==> config.mk <==
export PLATFORM = sky130hd
export DESIGN_NAME = c2d_cell
export DESIGN_NICKNAME = d
export VERILOG_FILES = /design/src/hw/rtl/conv2d_multichannel_stream_assert.svh /design/src/hw/rtl/c2d_pkg.sv /design/src/hw/rtl/c2d_cell.sv
export SDC_FILE = /design/constraint.sdc
export NUM_CORES = 1
export LEC_CHECK = 0
export BUFFER_PORTS_ARGS = -buffer_cell sky130_fd_sc_hd__buf_4
export CORE_MARGIN = 2
export CORE_UTILIZATION = 43
export CTS_CLUSTER_SIZE = 10
export DETAILED_ROUTE_END_ITERATION = 6
export GPL_ROUTABILITY_DRIVEN = 0
export PLACE_DENSITY = 0.87
export SYNTH_ARGS = -nofsm -noshare
export SYNTH_HDL_FRONTEND = slang
export SYNTH_SLANG_ARGS = --single-unit
==> constraint.sdc <==
create_clock -name clk -period 4.1 [get_ports clk]
set_input_delay 0.82 -clock clk [delete_from_list [all_inputs] [get_ports clk]]
set_output_delay 0.82 -clock clk [all_outputs]
set_load 0.02 [all_outputs]
==> src/hw/rtl/conv2d_multichannel_stream_assert.svh <==
// Assertion macros for the streaming 2D convolution block
`ifndef CONV2D_MULTICHANNEL_STREAM_ASSERT_SVH
`define CONV2D_MULTICHANNEL_STREAM_ASSERT_SVH
`ifndef SYNTHESIS
// same-cycle implication
`define C2D_ASSERT_IMPLY(label, clk, rst_n, a, b) \
	label: assert property (@(posedge clk) disable iff (!rst_n) (a) |-> (b)) \
		else $error("c2d assertion failed");
// next-cycle implication
`define C2D_ASSERT_NEXT(label, clk, rst_n, a, b) \
	label: assert property (@(posedge clk) disable iff (!rst_n) (a) |=> (b)) \
		else $error("c2d assertion failed");
`else
`define C2D_ASSERT_IMPLY(label, clk, rst_n, a, b)
`define C2D_ASSERT_NEXT(label, clk, rst_n, a, b)
`endif
`endif

==> src/hw/rtl/c2d_pkg.sv <==
// Package of types and constants for the streaming 2D convolution block
`default_nettype none
package c2d_pkg;
	localparam int MAX_WIDTH  = 64;
	localparam int MAX_IN_CH  = 8;
	localparam int MAX_OUT_CH = 16;
	localparam int MAX_KERNEL = 5;
	localparam int WDEPTH     = MAX_OUT_CH * MAX_IN_CH * MAX_KERNEL * MAX_KERNEL;
	localparam int LDEPTH     = MAX_KERNEL * MAX_WIDTH * MAX_IN_CH;
	localparam int ACC_W      = 49;
	localparam int NREG       = 6;

	localparam logic [1:0] OP_WEIGHT = 2'd0;
	localparam logic [1:0] OP_BIAS   = 2'd1;
	localparam logic [1:0] OP_SAMPLE = 2'd2;

	localparam logic [2:0] REG_WIDTH  = 3'd0;
	localparam logic [2:0] REG_HEIGHT = 3'd1;
	localparam logic [2:0] REG_KERNEL = 3'd2;
	localparam logic [2:0] REG_STEP   = 3'd3;
	localparam logic [2:0] REG_IN_CH  = 3'd4;
	localparam logic [2:0] REG_OUT_CH = 3'd5;

	typedef enum logic [1:0] {ST_IDLE, ST_MAC, ST_WAIT, ST_DRAIN} state_t;

	typedef struct packed {
		logic [1:0]         opcode;
		logic [11:0]        load_index;
		logic signed [15:0] data_value;
		logic signed [31:0] bias_value;
	} req_t;

	typedef struct packed {
		logic signed [31:0] conv_value;
		logic [11:0]        out_row;
		logic [5:0]         out_col;
		logic [3:0]         out_chan;
		logic               last_chan;
		logic               saturated;
	} rsp_t;

	typedef struct packed {
		logic load;
		logic shift;
	} cell_ctrl_t;
endpackage
`default_nettype wire

==> src/hw/rtl/c2d_cell.sv <==
// One accumulator cell of the output-channel chain
`default_nettype none
module c2d_cell (
	input  wire logic                              clk,
	input  wire c2d_pkg::cell_ctrl_t               ctrl,
	input  wire logic                              tail,
	input  wire logic signed [c2d_pkg::ACC_W-1:0]  init,
	input  wire logic signed [c2d_pkg::ACC_W-1:0]  nxt,
	input  wire logic signed [c2d_pkg::ACC_W-1:0]  sum_in,
	output logic signed [c2d_pkg::ACC_W-1:0]       acc
);
	logic signed [c2d_pkg::ACC_W-1:0] acc_q;

	// load the bias, else take the neighbor's sum, or the fresh sum at the tail
	always_ff @(posedge clk) begin
		if (ctrl.load) begin
			acc_q <= init;
		end else if (ctrl.shift) begin
			acc_q <= tail ? sum_in : nxt;
		end
	end

	assign acc = acc_q;
endmodule
`default_nettype wire

# == Word-level counts from Yosys, hierarchy flattened ==
# Cells that the tools add are included.
# totals
inputBits,151
ff_bits,49
output_inout_bits,49
wordCells,5
# classes
reduce_logical,1
muxes,3
# ops
operator,n
two-way mux 49 bit,3
nonzero test 2 bit,1

# == Longest topological paths before layout ==
# depth
depth_word,3
depth_mapped,5
ltp_nobuf,2

# == Worst setup path after synthesis ==
# OpenSTA, ideal clock, no wires.
# synth_timing
path_type,input -> register
startpoint,in ctrl[1] (netlist bit)
endpoint,"reg acc_q, in the netlist acc[0] (enable)"
required_ns,3.715
slack_ns,1.912
path_buffers,2
stages,3
arrival_ns,1.803
setup_ns,0.385
path_cell_list,buf_2 buf_2 or2_2
# synth_via
elab_chain_cells,1
# synth_rtl
item,line,source
from (decl),c2d_cell.sv:5,"input wire c2d_pkg::cell_ctrl_t ctrl,"
nonzero test 2 bit (no line),-,
to (signal assigned),c2d_cell.sv:17,acc_q <= init;
to (signal assigned),c2d_cell.sv:19,acc_q <= tail ? sum_in : nxt;
to (decl),c2d_cell.sv:12,logic signed [c2d_pkg::ACC_W-1:0] acc_q;
# No other way between the ends.
# A chain may end at the register's enable or synchronous reset.

# == Worst setup path in the final report ==
# layout_timing
startpoint,in ctrl[1] (netlist bit)
endpoint,"reg acc_q, in the netlist acc[22] (enable)"
# Same word-level chain as after synthesis.

==> results.yml <==
setup_path:
  critPathSlowestCell: "or2_2"
  required_ns: 4.01
  crit_family: "simple AND/OR/NAND/NOR gates"
  cp_max_fo: 49
  crit_path_end_kind: "flop"
  cp-start-kind: "input port"
  path_class: "in -> reg"
  cp.buffers_inverters: 1
  worstPathCellList: "buf_4 > or2_2"
  arrival_ns: 1.77
  crit_path_start: "ctrl[1]"
  slowest_delay_ns: 0.85
clocking:
  clk_pin_slew_ns: 0.08
  cts_setup_buffers: 0
  cts_resized: 0
  clock_path_buffers: 2
  cts.htree.levels: 2
  cts_tree: "built"
  numCtsBuffers: 5
  cts_hold_buf: 0
  root_buffer: "clkbuf_8"
  cts_sinks: 49
yosys:
  synth_seq_area_share_pct: 58.22
  syn_area_um2: 2527
  syn_area_per_cell_um2: 11.81
  synth_top_cell_by_area: "edfxtp_1"
  async_reset_ff_share_pct: 0
  ys_top_cells_by_count: "edfxtp_1 (49), mux2i_1 (49), nand2_1 (49)"
  ys_types: 10
  synth_top_flop_cell: "edfxtp_1"
  synth_area_leaders: "edfxtp_1 (58%), mux2i_1 (19%), o21ai_0 (7.7%)"
  synth-xor-area-share_pct: 0
  ys_warn_count: 0
  synth_top_area_share_pct: 58.22
  synth_top_family_by_area: "multiplexers"
  synth_edf_count: 49
  syn-num-nets: 365
  muxShareOfSynthArea_pct: 19.41
  synth_compound_area_share_pct: 9.703
  synth-simple-area-share_pct: 7.525
  synthAdderAreaFrac_pct: 0
  synth-seq-cells: 49
  synth_cells: 214
die:
  placementRows: 27
  dieArea_um2: 6507
  die_height_um: 80.67
  die_w_um: 80.67
  coreArea_um2: 5608
  start_util_pct: 45.07
  io_pins: 200
global_routing:
  grt_first_pass_wirelength_um: 10620
  overflow: 0
  grt_max_degree: 99
  grt.total_usage_pct: 21.95
  antenna_found_initial: 0
  grt_pass1_vias: 2358
outcome:
  status: "finished clean"
sta:
  tightestPinTransition_ns: 1.112
  min_period_over_period_pct: 45.31
  holdWs_ns: 0.8019
  setup_tns_ns: 0
  drv_slew: 0
  rsz0062_at_grt: "false"
  fmax_mhz: 538.3
  fin_ws_ns: 2.242
  finalSetupViolations: 0
  fin_crit_ns: 1.858
  max_slew_margin_pct: 25.87
  hold_violations: 0
finish:
  largest_reg_flops: 49
  drive_above_1_share_pct: 50.99
  nets: 555
  fin_area_um2: 4065
  syn2layout_area_growth_pct: 60.84
  multi_input_area_um2: 925.9
  n_antenna_cell: 0
  layout.cells.non_filler: 476
  seq_area_um2: 1471
  fillers: 430
placement:
  dp_hpwl_um: 5405
  dpl-instance-area_um2: 3989
  place.port_buffers: 199
  dp_worst_setup_slack_ns: 1.904
  dpl.cell_count: 469
routing:
  via_count: 2307
  wl_per_cell_um: 14.63
  drt_iter0_drc: 138
  ant_nets: 0
  drt_pass1_iterations: 4
  drc: 0
  wl_um: 6965
  vias_per_cell: 4.847
min_path:
  hold_class: "in -> reg"
  worstHoldStart: "init[34]"
pwr:
  p_per_area_nw_per_um2: 310.7
  power.leakage_nw: 1.971
  ir_worst_vdd_mv: 0.2080
job:
  maxCapViolations: 0
[power breakdown]
| part | switching, mW | internal (mW) | total (mW) | leakage (nW) |
|---|---|---|---|---|
| sequential | 0.0167 | 0.620 | 0.637 | 0.505 |
| clock | 0.140 | 0.115 | 0.255 | 0.0387 |
| combinational | 0.176 | 0.195 | 0.371 | 1.43 |
[cells by family (layout without fill, tap and decap cells)]
group | count (synthesis) | count (layout)
flip-flops | 49 | 49
buffers and inverters | 17 | 207
AO/OA/AOI/OAI | 49 | 49
AND/OR/NAND/NOR | 50 | 50
multiplexers | 49 | 49
[worst paths after layout]
check | slack, ns | endpoint | cells past startpoint
min | 0.80 | acc[34] | 3
max | 2.24 | acc[22] | 2
[area by class of cell]
type	instances	share of cell area, %
Timing Repair Buffer	200	36.93
Sequential cell	49	36.20
Multi-Input combinational cell	148	22.78
Tap cell	72	2.216
Clock buffer	6	1.785
Clock inverter	1	0.09234
[worst min-delay path: cells and delay by family]
kind / cells / cell delay (ns)
AO/OA/AOI/OAI: 1 / 0.05
buffers and inverters: 1 / 0.07
AND/OR/NAND/NOR: 1 / 0.04
[layout by cell type, fill, tap and decap left out]
cell type	n
buf_4	200
clkbuf_1	1
clkbuf_8	5
clkinv_1	1
edfxtp_1	49
mux2i_1	49
nand2_1	49
o21ai_0	39
o21ai_1	10
or2_2	1
[routing by layer]
| layer | share of wire (%) | track usage [%] | up-vias |
|---|---|---|---|
| met5 | 0 | 0 | - |
| met4 | 3.9 | 11.69 | 0 |
| met3 | 11 | 7.528 | 25 |
| met2 | 53 | 41.58 | 142 |
| met1 | 32 | 20.29 | 984 |
| li1 | - | - | 1156 |
[through the flow]
step | utilization [%] | power (mW)
global placement | 71.13 | 1.015
CTS | 72.49 | 1.276
floorplan | - | 0.8139
detailed placement | 71.13 | 1.025
global route | 72.49 | 1.327
finish | 72.49 | 1.263
No activity file was read; power rests on OpenSTA's default activity.
